==> config.mk <==
export PLATFORM = sky130hd
export DESIGN_NAME = modbus_response_checker_unit
export DESIGN_NICKNAME = d
export VERILOG_FILES = /design/src/design/mbrc_pkg.sv /design/src/design/mbrc_frame_check.sv /design/src/design/modbus_response_checker_unit.sv
export SDC_FILE = /design/constraint.sdc
export NUM_CORES = 1
export LEC_CHECK = 0
export BUFFER_PORTS_ARGS = -buffer_cell sky130_fd_sc_hd__buf_2
export CAP_MARGIN = 20
export CORE_MARGIN = 5
export CORE_UTILIZATION = 45
export DETAILED_ROUTE_END_ITERATION = 8
export PLACE_DENSITY_LB_ADDON = 0.12
export SYNTH_ARGS = -nofsm -noshare
export SYNTH_HDL_FRONTEND = slang
export SYNTH_SLANG_ARGS = --single-unit
==> constraint.sdc <==
create_clock -name clock -period 13.1 [get_ports clock]
set_clock_uncertainty 0.1 [all_clocks]
set_input_delay 1.31 -clock clock [delete_from_list [all_inputs] [get_ports clock]]
set_output_delay 1.31 -clock clock [all_outputs]
set_load 0.02 [all_outputs]
==> src/design/mbrc_pkg.sv <==
`default_nettype none

package mbrc_pkg;

   localparam int MAX_FRAME_DEFAULT = 1024;

   localparam logic [15:0] CRC_INIT = 16'hFFFF;
   localparam logic [15:0] CRC_POLY = 16'hA001;
   localparam logic [7:0]  WANT_COUNT = 8'd4;

   typedef enum logic [1:0] {
      STATUS_OK        = 2'd0,
      STATUS_SHORT     = 2'd1,
      STATUS_CRC_ERROR = 2'd2,
      STATUS_BAD_COUNT = 2'd3
   } status_type;

   typedef struct packed {
      logic [7:0] data_byte;
      logic       last_byte;
   } req_type;

   typedef struct packed {
      status_type  status;
      logic [15:0] integer_word;
      logic [15:0] fraction_word;
   } rsp_type;

   // one byte through the reflected CRC-16/Modbus shift register
   function automatic logic [15:0] crc_feed(input logic [15:0] crc, input logic [7:0] b);
      logic [15:0] c;
      c = crc ^ {8'h00, b};
      for (int k = 0; k < 8; k++) begin
         if (c[0]) begin
            c = (c >> 1) ^ CRC_POLY;
         end else begin
            c = c >> 1;
         end
      end
      return c;
   endfunction

endpackage

`default_nettype wire

==> src/design/mbrc_frame_check.sv <==
`default_nettype none

module mbrc_frame_check #(
   parameter int MAX_FRAME = mbrc_pkg::MAX_FRAME_DEFAULT
) (
   input  wire logic             clock,
   input  wire logic             reset,
   input  wire logic             advance,
   input  wire mbrc_pkg::req_type item,
   output logic                  result_valid,
   output mbrc_pkg::rsp_type     result
);

   localparam int CNT_W = $clog2(MAX_FRAME + 1);

   logic [15:0]      crc_ff, crc_in;
   logic [CNT_W-1:0] seen_ff, seen_in;
   logic [7:0]       delay0_ff, delay0_in;
   logic [7:0]       delay1_ff, delay1_in;
   logic [7:0]       count_ff, count_in;
   logic [15:0]      integer_ff, integer_in;
   logic [15:0]      fraction_ff, fraction_in;

   logic [15:0] crc_cur;
   logic [7:0]  count_cur;
   logic [15:0] integer_cur;
   logic [15:0] fraction_cur;

   always_comb begin
      crc_cur      = (seen_ff >= CNT_W'(2)) ? mbrc_pkg::crc_feed(crc_ff, delay1_ff) : crc_ff;
      count_cur    = count_ff;
      integer_cur  = integer_ff;
      fraction_cur = fraction_ff;
      case (seen_ff)
         CNT_W'(2): count_cur          = item.data_byte;
         CNT_W'(3): integer_cur[15:8]  = item.data_byte;
         CNT_W'(4): integer_cur[7:0]   = item.data_byte;
         CNT_W'(5): fraction_cur[15:8] = item.data_byte;
         CNT_W'(6): fraction_cur[7:0]  = item.data_byte;
         default: ;
      endcase
   end

   // check order: length, then CRC (low byte first), then byte count
   always_comb begin
      result_valid         = advance && item.last_byte;
      result.integer_word  = 16'h0000;
      result.fraction_word = 16'h0000;
      if (seen_ff < CNT_W'(7)) begin
         result.status = mbrc_pkg::STATUS_SHORT;
      end else if (crc_cur[7:0] != delay0_ff || crc_cur[15:8] != item.data_byte) begin
         result.status = mbrc_pkg::STATUS_CRC_ERROR;
      end else if (count_cur != mbrc_pkg::WANT_COUNT) begin
         result.status = mbrc_pkg::STATUS_BAD_COUNT;
      end else begin
         result.status        = mbrc_pkg::STATUS_OK;
         result.integer_word  = integer_cur;
         result.fraction_word = fraction_cur;
      end
   end

   always_comb begin
      crc_in      = crc_ff;
      seen_in     = seen_ff;
      delay0_in   = delay0_ff;
      delay1_in   = delay1_ff;
      count_in    = count_ff;
      integer_in  = integer_ff;
      fraction_in = fraction_ff;
      if (advance) begin
         if (item.last_byte) begin
            crc_in  = mbrc_pkg::CRC_INIT;
            seen_in = '0;
         end else begin
            crc_in      = crc_cur;
            delay1_in   = delay0_ff;
            delay0_in   = item.data_byte;
            count_in    = count_cur;
            integer_in  = integer_cur;
            fraction_in = fraction_cur;
            if (seen_ff < CNT_W'(MAX_FRAME)) begin
               seen_in = seen_ff + CNT_W'(1);
            end
         end
      end
   end

   always_ff @(posedge clock) begin
      if (reset) begin
         crc_ff  <= mbrc_pkg::CRC_INIT;
         seen_ff <= '0;
      end else begin
         crc_ff  <= crc_in;
         seen_ff <= seen_in;
      end
   end

   always_ff @(posedge clock) begin
      delay0_ff   <= delay0_in;
      delay1_ff   <= delay1_in;
      count_ff    <= count_in;
      integer_ff  <= integer_in;
      fraction_ff <= fraction_in;
   end

endmodule

`default_nettype wire

==> src/design/modbus_response_checker_unit.sv <==
// Modbus RTU reply checker.
// Request channel (req_valid / req_stall / req_data): one reply byte per word,
// with last_byte set on the final byte of the reply.
// Response channel (rsp_valid / rsp_stall / rsp_data): one word per reply,
// issued for the marked byte: status, integer word and fraction word
// (both zero unless status is ok). Unmarked bytes produce no word.
// A word moves at a rising edge where valid is high and stall is low.
// Throughput: one byte per cycle, sustained, while the receiver keeps up.
// A marked byte passes through the input register, then the CRC/check logic
// into the result register, before it shows on rsp_valid.
// The per-byte CRC update is one combinational pass between those registers.
// Reset (synchronous, active high) drops any held words and restarts the
// frame: CRC back to 0xFFFF and the byte counter to zero.
// When the receiver stalls, the result register holds its word; the input
// register then fills and req_stall rises until the result is taken.
// A reply that reaches MAX_FRAME bytes saturates the counter; the CRC still
// covers every byte.
`default_nettype none

module modbus_response_checker_unit #(
   parameter int MAX_FRAME = mbrc_pkg::MAX_FRAME_DEFAULT
) (
   input  wire logic              clock,
   input  wire logic              reset,
   input  wire logic              req_valid,
   output logic                   req_stall,
   input  wire mbrc_pkg::req_type req_data,
   output logic                   rsp_valid,
   input  wire logic              rsp_stall,
   output mbrc_pkg::rsp_type      rsp_data
);

   logic              in_valid_ff, in_valid_in;
   mbrc_pkg::req_type in_word_ff, in_word_in;
   logic              out_valid_ff, out_valid_in;
   mbrc_pkg::rsp_type out_word_ff, out_word_in;

   logic              out_free;
   logic              advance;
   logic              result_valid;
   mbrc_pkg::rsp_type result;

   // result register can take a new word when empty or being drained
   assign out_free  = !out_valid_ff || !rsp_stall;
   assign advance   = in_valid_ff && out_free;
   // hold the input register only while its byte cannot advance
   assign req_stall = in_valid_ff && !out_free;

   always_comb begin
      in_valid_in = in_valid_ff;
      in_word_in  = in_word_ff;
      if (!req_stall) begin
         in_valid_in = req_valid;
         in_word_in  = req_data;
      end
   end

   mbrc_frame_check #(
      .MAX_FRAME(MAX_FRAME)
   ) u_frame_check (
      .clock       (clock),
      .reset       (reset),
      .advance     (advance),
      .item        (in_word_ff),
      .result_valid(result_valid),
      .result      (result)
   );

   always_comb begin
      out_valid_in = out_valid_ff;
      out_word_in  = out_word_ff;
      if (out_free) begin
         out_valid_in = result_valid;
         out_word_in  = result;
      end
   end

   always_ff @(posedge clock) begin
      if (reset) begin
         in_valid_ff  <= 1'b0;
         out_valid_ff <= 1'b0;
      end else begin
         in_valid_ff  <= in_valid_in;
         out_valid_ff <= out_valid_in;
      end
   end

   always_ff @(posedge clock) begin
      in_word_ff  <= in_word_in;
      out_word_ff <= out_word_in;
   end

   assign rsp_valid = out_valid_ff;
   assign rsp_data  = out_word_ff;

`ifndef SYNTHESIS
   // a held input byte stays put until the result side frees up
   a_in_hold: assert property (@(posedge clock) disable iff (reset)
      req_stall |=> in_valid_ff && $stable(in_word_ff))
      else $error("input register changed while stalled");

   // back-pressure only comes from a blocked result register
   a_stall_cause: assert property (@(posedge clock) disable iff (reset)
      req_stall |-> (out_valid_ff && rsp_stall))
      else $error("req_stall without a blocked result");

   // failed replies carry zero words
   a_zero_words: assert property (@(posedge clock) disable iff (reset)
      (out_valid_ff && out_word_ff.status != mbrc_pkg::STATUS_OK)
         |-> (out_word_ff.integer_word == 16'h0000 && out_word_ff.fraction_word == 16'h0000))
      else $error("nonzero words on a failed reply");
`endif

endmodule

`default_nettype wire

# Yosys cells after proc, flatten, opt, wreduce, memory -nomap -nowiden
# Cells that the tools add are included.
[word_totals] ff_bits=128 in_bits=13 output_inout_bits=36 elab_cells=67
[op_classes] n_addsub=1 order_cmp=3 eq_ne=8 mux=19 n_bitwise=10 n_reduce_logical=12
[op_table] cell="two-way mux 16 bit" n=10
[op_table] cell="two-way mux 8 bit" n=5
[op_table] cell="equality test 11 x 3 -> 1 bit, second input constant" n=3
[op_table] cell="NOT 2 -> 3 bit" n=8
[op_table] cell="equality test 11 x 2 -> 1 bit, second input constant" n=2
[op_table] cell="two-way mux 11 bit" n=2
[op_table] cell="inequality test 8 bit" n=2
[op_table] cell="XOR 16 x 8 -> 16 bit" n=1
[op_table] cell="adder 11 x 1 -> 11 bit, second input constant" n=1
[op_table] cell="greater-or-equal comparator 11 x 2 -> 1 bit, second input constant" n=1
[op_table] cell="< comparator 11 bit, second input constant" n=1
[op_table] cell="< comparator 11 x 3 -> 1 bit, second input constant" n=1
[op_table] cell="inequality test 8 x 3 -> 1 bit, second input constant" n=1
[op_table] cell="two-way mux 2 bit" n=2
[op_table] cell="AND reduction 2 bit" n=2
[op_table] cell="logical AND 1 bit" n=3
[op_table] cell="zero test 1 bit" n=3
[op_table] cell="OR reduction 3 bit" n=1
[op_table] cell="logical OR 1 bit" n=2
[op_table] cell="nonzero test 2 bit" n=1
[op_table] cell="NOT 1 bit" n=1

# Longest topological paths before layout
# Gate-level depths: netlist (run 1).
[depth] depth_word=21 ltp_mapped=11 ltp_nobuf=9

# By module
# From an unflattened synthesis (run 1), not the netlist that was laid out.
[hier_totals] hier_cells=464 hier_area_um2=6040.8
[by_module_without_submodules] mod="mbrc_frame_check" n_inst=1 cells_each=411 area_per_inst_um2=4664.5 seq_area_each_um2=2222.1
[by_module_without_submodules] mod="modbus_response_checker_unit" n_inst=1 cells_each=53 area_per_inst_um2=1376.3 seq_area_each_um2=1331.3

# Worst setup path after synthesis (run 1)
# No wires, ideal clock.
[synth_timing] path_type="input -> register" from="input rsp_stall" to="register u_frame_check.seen_ff[5]" setup_ns=0.091 t_arrival_ns=5.994 required_time_ns=12.909 setup_slack_ns=6.916 stages=7 n_path_buf=0 cell_sequence="nand2_1 nand2_1 nor2_1 nand2_1 nor2_1 a31oi_1 a311oi_1"
[synth_between] elab_chain_len=4
[synth_lines] item="from (decl)" line="modbus_response_checker_unit.sv:29" source="input wire logic rsp_stall,"
[synth_lines] item="zero test 1 bit" line="modbus_response_checker_unit.sv:44" source="assign out_free = !out_valid_ff || !rsp_stall;"
[synth_lines] item="logical OR 1 bit" line="modbus_response_checker_unit.sv:44"
[synth_lines] item="logical AND 1 bit" line="modbus_response_checker_unit.sv:45" source="assign advance = in_valid_ff && out_free;"
[synth_lines] item="AND reduction 2 bit (no source line)"
[synth_lines] item="to (signal assigned)" line="mbrc_frame_check.sv:94" source="seen_ff <= seen_in;"
[synth_lines] item="to (decl)" line="mbrc_frame_check.sv:17" source="logic [CNT_W-1:0] seen_ff, seen_in;"
# No other way between the ends.
# A chain may end at the register's enable or synchronous reset.

# Worst setup path after layout (run 1)
[layout_timing] from="input rsp_stall" to="register u_frame_check.crc_ff[0]"
[layout_between] elab_chain_len=3
[layout_lines] item="zero test 1 bit" line="modbus_response_checker_unit.sv:44"
[layout_lines] item="logical OR 1 bit" line="modbus_response_checker_unit.sv:44"
[layout_lines] item="logical AND 1 bit" line="modbus_response_checker_unit.sv:45"
[layout_lines] item="to (signal assigned)" line="mbrc_frame_check.sv:90" source="crc_ff <= mbrc_pkg::CRC_INIT;"
[layout_lines] item="to (signal assigned)" line="mbrc_frame_check.sv:93" source="crc_ff <= crc_in;"
[layout_lines] item="to (decl)" line="mbrc_frame_check.sv:16" source="logic [15:0] crc_ff, crc_in;"
# No other way between the ends.

==> results of run 1 <==
layer usage:
metal | routed length (µm) | share of wire [%]
met5 | 0 | 0
met4 | 144 | 1.1
met1 | 6460 | 49
met2 | 6030 | 46
met3 | 598 | 4.5
worst register-to-register path, cell delays in order, from the launching register on:
cell	delay (ps)
dfxtp_1	410
inv_1	100
ha_1	250
nor3_1	260
nand3_2	570
mux2i_1	450
xnor2_1	100
nor4_1	420
nand4_2	140
buf_4	320
o21a_1	270
sequential cells by signal, summed over array words and instances (netlist names):
register / flops
u_frame_check.crc_ff: 16
rsp_data: 34
in_word_ff: 9
u_frame_check.delay0_ff: 8
u_frame_check.seen_ff: 11
rsp_valid: 1
u_frame_check.fraction_ff: 16
u_frame_check.integer_ff: 16
in_valid_ff: 1
u_frame_check.count_ff: 8
u_frame_check.delay1_ff: 8
final cells by class:
class,count,area share [%]
clock buffer,19,6.11
sequential,128,50.2
inverter,6,0.318
multi-input combinational,319,34.2
clock inverter,12,1.70
tap,176,3.11
timing repair buffer,55,4.42
placed cells by master, fill, tap and decap left out, types with 3 or more instances in the layout:
master / instances
buf_4: 6
nor4_2: 4
nor4_1: 3
nand3_1: 10
clkinv_1: 4
xnor3_1: 3
mux2_1: 29
edfxtp_1: 99
xnor2_1: 24
a311oi_1: 5
a31oi_1: 4
nand4_1: 4
nor3_2: 30
nor2_1: 23
mux2i_1: 13
inv_1: 6
o21ai_0: 7
nand2b_1: 16
nand3b_1: 3
clkbuf_16: 17
nand2_1: 46
xor2_1: 9
or4_1: 3
mux2_2: 11
and3_1: 3
o21a_1: 3
ha_1: 4
nor3_1: 12
dfxtp_1: 29
o22ai_1: 15
buf_2: 48
a21oi_1: 11
clkinvlp_4: 3
worst paths after layout:
| kind | startpoint | to | cells after the start |
|---|---|---|---|
| worst max-delay path | rsp_stall | u_frame_check.crc_ff[0]$_SDFFE_PP1P_ | 9 |
| worst min-delay path | u_frame_check.delay0_ff[5]$_DFFE_PP_ | u_frame_check.delay1_ff[5]$_DFFE_PP_ | 0 |
| worst max register to register | u_frame_check.seen_ff[0]$_SDFFE_PP0P_ | rsp_data[33]$_SDFFCE_PP0N_ | 10 |
| worst min register to register | u_frame_check.delay0_ff[5]$_DFFE_PP_ | u_frame_check.delay1_ff[5]$_DFFE_PP_ | 0 |
logic make-up (layout without fill, tap and decap cells):
kind of cell,Yosys count,in the layout,synth area share (%)
xor+xnor,38,38,6.66
flops,128,128,58.2
compound gates,59,59,6.31
mux,53,53,9.51
simple gates,165,165,16.2
fa+ha+maj,4,4,0.820
buf+inv,28,92,2.27
power groups by stage:
stage	combinational (µW)	sequential, µW	clock [µW]
after floorplan	25.3	462	0
after global placement	37.9	463	0
after detailed placement	38.2	463	0
after CTS	38.4	455	451
after global routing	41.5	456	472
final	38.0	455	443
metrics by stage:
step / setup slack [ps] / area, µm²
2_1_floorplan: 6920 / 6110
3_3_place_gp: 8900 / 6500
3_5_place_dp: 8800 / 6530
4_1_cts: 9240 / 7080
5_1_grt: 8970 / 7080
6_report: 9300 / 7080
==> flow_summary.toml, run 1 <==
[worst_setup_path]
crit_slowest_cell = "nor2_4"
critical_path_buf_inv_count = 3
crit_path_end_kind = "flip-flop"
critical-path-top-cell-by-count = "nand2_1"
cpPeakStageDelay_ps = 560
r2r_slack_ps = 9470
critical_path_class = "in -> reg"
worst_ep_required_time_ps = 13290
worstPathMaxFanout = 40
cp_top_family = "simple AND/OR/NAND/NOR gates"
cp_data_arrival_time_ps = 3990
critical_path.startpoint_type = "input pin"
cell_by_cell_listing_of_the_critical_path = "buf_2, nand2_1, buf_4, nand2_1, nor2_4, buf_4, nand2_1, o22ai_1, nand2b_1"

[grt]
gr_util_all_layers_pct = 17.2
global_route_wire_length_before_repair_mm = 21.5
grt_antenna_before_repair = 0
global_route.usage.met3_pct = 5.30
globalRoute.busiestLayer = "met2"
met1_usage_pct = 23.8
grt.met2_usage_pct = 26.0
globalRoute.totalOverflow = 0
grt_start_max_net_pins = 41
first_global_vias = 3943

[power]
irDropWorstVdd_uv = 98.8
p_int_uw = 737
fin_total_pwr_uw = 935
sw_power_uw = 199
p_leak_uw = 0.00248
power_per_cell_area_mw_per_mm2 = 132
power.clock.fraction_pct = 47.3
p_seq_share_pct = 48.6
switching_part_of_the_total_power_pct = 21.2
pwr-share-comb_pct = 4.1

[timing]
period_share_pct = 29.0
timing.setup.tns_ps = 0
timing.fmax_mhz = 263
max-slew-margin-rel_pct = 39.7
timing_max_transition_violations_final = 0
worst_hold_slack_ps = 370
grt_setup_unrepaired = "false"
max_slew.worst_pin.slew_ps = 898
layout_min_cycle_time_ps = 3800
timing.final.hold_violations = 0
setup_viol = 0

[clock_tree]
tritoncts = "built"
cts.repair.resized = 0
clock_sinks = 128
clock_insertion_delay_worst_skew_ps = 410
post_cts_buffers = 0
cts_max_level = 4
max-clock-path-buffers = 2
ctsHoldBuffers = 0
clkTransAtPathRegs_ps = 50
clock_tree.root_cell = "clkbuf_16"
numCtsBuffers = 17

[run]
max_cap_violations = 0

[placement]
io_buffers = 48
dp.final_hpwl_mm = 8.56
place.detailed.instances = 684
globalplace.congestion = 0.819

[floorplanning]
die_area_mm2 = 0.0160
die_x_um = 126
rows = 42
core_area_mm2 = 0.0133
initial_utilization_pct = 45.9
ios = 49
die_h_um = 126

[outcome]
run_status = "finished clean"

[synth]
most_instantiated_cells_after_synthesis = "99 x edfxtp_1, 46 x nand2_1, 30 x nor3_2"
post-synth-top-count-cell = "edfxtp_1"
post_synth_inst_count = 475
synth.net_count = 492
yosys_warnings = 0
synth.ff_latch_count = 128
synth.top_cell.area_share_pct = 48.7
synth_top_cell_by_area = "edfxtp_1"
synth_area_leaders = "edfxtp_1 49%, dfxtp_1 9.5%, mux2_1 5.3%"
synth-async-reset-ratio_pct = 0
edff_count_synth = 99
synth_area_mm2 = 0.00611
ys_types = 50
syn-mean-instance-area_um2 = 12.9
synthFlopType = "edfxtp_1"
seq_area_frac_synth_pct = 58.2

[cells_and_area]
syn2layout_area_growth_pct = 16.0
share_of_cells_above_drive_strength_1_pct = 23.9
regArea_mm2 = 0.00355
antenna_cells_inserted = 0
fill_cells = 1147
final_net_count = 544
post-route-util_pct = 53.3
stdcell_count = 715
multi_input_comb_area_mm2 = 0.00242

[routing]
via_count = 3863
drt-total-wl_mm = 13.2
viasPerCell = 5.40
drt_iter0_markers = 371
wire_per_inst_um = 18.5
detail_route.first_pass.iterations = 4
drtAntennaViolNets = 0
detail_route.drc_violations = 0

[hold_path]
hold_path.class = "reg -> reg"
(Power assumes the default switching activity.)
==> inputs of run 2 (changes only) <==
clock period = 3.72 ns   (was 13.1 ns; I/O delays follow)
==> run 2 against run 1 <==
Cell area rose by 0.79%; clock power rose to 3.5 times the previous value; global-route usage rose by 0.61 points; register-to-register slack got worse by 9100 ps; setup slack got worse by 8900 ps; routed wire length rose by 3.6%; clock-buffer cell count rose by 2; critical path depth rose by 2; sequential cell count did not move; sequential share of layout area fell by 0.40 points; first-iteration DRC count fell by 20%; core utilization rose by 0.42 points; largest cell class unchanged; highest routed layer unchanged.
==> flow_summary.toml, run 2 (same netlist as run 1, synthesis figures left out) <==
[outcome]
run_status = "finished clean"

[cells_and_area]
fill_cells = 1141
multi_input_comb_area_mm2 = 0.00243
final_cell_mix = "99 x edfxtp_1, 48 x buf_2, 46 x nand2_1, 30 x nor3_2"
final_net_count = 553
share_of_cells_above_drive_strength_1_pct = 25.2
regArea_mm2 = 0.00355
final_design_area_no_fill_mm2 = 0.00714
syn2layout_area_growth_pct = 16.9
largest_register_ffs = 34
antenna_cells_inserted = 0
most_common_cell_after_layout_fill_and_taps_aside = "edfxtp_1"

[worst_setup_path]
critical-path-top-cell-by-count = "buf_4"
crit_path_end_kind = "flip-flop"
path_depth = 11
crit_slowest_cell = "dfxtp_1"
reg2reg_depth = 11
cpPeakStageDelay_ps = 410
crit-reg2reg-capture = "rsp_data[13]$_SDFFCE_PP0N_"
critical_path_buf_inv_count = 3
rr_startpoint = "u_frame_check.seen_ff[0]$_SDFFE_PP0P_"
worst_ep_required_time_ps = 3870
cell_by_cell_listing_of_the_critical_path = "inv_1, ha_1, nor3_1, nand3_4, buf_4, mux2i_1, xnor2_1, nor4_2, nand4_1, buf_4, nor3_2"
worstPathMaxFanout = 21
cp_top_family = "simple AND/OR/NAND/NOR gates"
critical_path_class = "reg -> reg"
cp_data_arrival_time_ps = 3470
critical_path.startpoint_type = "flip-flop"
r2r_slack_ps = 400

[hold_path]
hold_path.class = "in -> reg"
worst_hold_path.endpoint = "in_word_ff[3]$_DFFE_PN_"
min-delay-start = "req_data[3]"
worstHoldPathCells = 1

[floorplanning]
die_x_um = 126
ios = 49
initial_utilization_pct = 45.9
die_area_mm2 = 0.0160
core_area_mm2 = 0.0133
die_h_um = 126
rows = 42

[grt]
globalRoute.totalOverflow = 0
global_route_wire_length_before_repair_mm = 21.7
grt_start_max_net_pins = 57
grt_antenna_before_repair = 0
gr_util_all_layers_pct = 17.8
first_global_vias = 3822

[timing]
max_slew.worst_pin.slew_ps = 940
layout_min_cycle_time_ps = 3320
timing_max_transition_violations_final = 0
timing.setup.tns_ps = 0
period_share_pct = 89.2
timing.fmax_mhz = 302
timing.final.hold_violations = 0
max-slew-margin-rel_pct = 36.9
setup_viol = 0
grt_setup_unrepaired = "false"

[routing]
wire_per_inst_um = 18.9
wl_met3_um = 757
drt-total-wl_mm = 13.7
detail_route.first_pass.iterations = 5
wl_met2_mm = 6.47
drt_iter0_markers = 297
detail_route.drc_violations = 0
drtAntennaViolNets = 0
wl_met1_mm = 6.37
via_count = 3933
top_layer = "met4"
viasPerCell = 5.43

[placement]
place_area_mm2 = 0.00656
io_buffers = 48
dp.final_hpwl_mm = 9.08
globalplace.congestion = 0.823

[power]
power_per_cell_area_mw_per_mm2 = 464
p_leak_uw = 0.00252
irDropWorstVdd_uv = 526

[clock_tree]
clock_tree.root_cell = "clkbuf_16"
tritoncts = "built"
numCtsBuffers = 17
max-clock-path-buffers = 2
clock_insertion_delay_worst_skew_ps = 410
cts_max_level = 4
clkTransAtPathRegs_ps = 60
ctsHoldBuffers = 0
clock_sinks = 128

[run]
max_cap_violations = 0
==> run 2: cell types whose count changed in the layout (fill, tap and decap cells not counted), sizes merged <==
cell / previous run / this run
inv: 6 / 7
clkinvlp: 3 / 2
clkinv: 7 / 5
buf: 55 / 64
clkbuf: 19 / 21
==> run 2: layout make-up <==
cell class / instances / area share, %
sequential: 128 / 49.8
multi-input combinational: 319 / 34.0
clock buffer: 21 / 6.17
timing repair buffer: 64 / 5.05
tap: 176 / 3.08
clock inverter: 10 / 1.59
inverter: 6 / 0.315
==> run 2: metal layers <==
layer	vias up	GRT usage, %
met4	0	5.17
met1	1920	24.3
met3	10	5.59
li1	1900	-
met5	-	0
met2	103	27.5
==> run 2: how the worst max path moves through the flow <==
stage / startpoint / to
6_report: u_frame_check.seen_ff[0]$_SDFFE_PP0P_ / rsp_data[13]$_SDFFCE_PP0N_
5_1_grt: u_frame_check.seen_ff[0]$_SDFFE_PP0P_ / rsp_data[15]$_SDFFCE_PP0N_
4_1_cts: u_frame_check.seen_ff[0]$_SDFFE_PP0P_ / rsp_data[13]$_SDFFCE_PP0N_
3_5_place_dp: u_frame_check.seen_ff[0]$_SDFFE_PP0P_ / rsp_data[13]$_SDFFCE_PP0N_
3_3_place_gp: u_frame_check.seen_ff[0]$_SDFFE_PP0P_ / rsp_data[26]$_SDFFCE_PP0N_
2_1_floorplan: rsp_valid$_SDFFE_PP0N_ / u_frame_check.seen_ff[5]$_SDFFE_PP0P_
==> run 2: where the power goes <==
part / total (µW) / switching (µW) / internal [µW] / leakage [µW]
sequential: 1600 / 32.6 / 1570 / 0.00125
clock: 1570 / 593 / 979 / 0.000263
combinational: 135 / 81.3 / 54.1 / 0.00100
==> run 2: stage by stage <==
stage	setup WS, ps	power [µW]	hold slack (ps)	util, %	std cells
6_report	403	3310	31.5	53.7	724
5_1_grt	101	3430	12.7	53.7	724
4_1_cts	241	3340	13.7	53.5	722
3_5_place_dp	266	1770	358	49.4	691
3_3_place_gp	402	1770	354	49.4	691
2_1_floorplan	181	1710	324	-	475
==> run 2: timing repair <==
action,4_1_cts,5_1_grt
endpoints found under the setup margin,0,19
buffers inserted,0,2
gates resized for setup,0,1
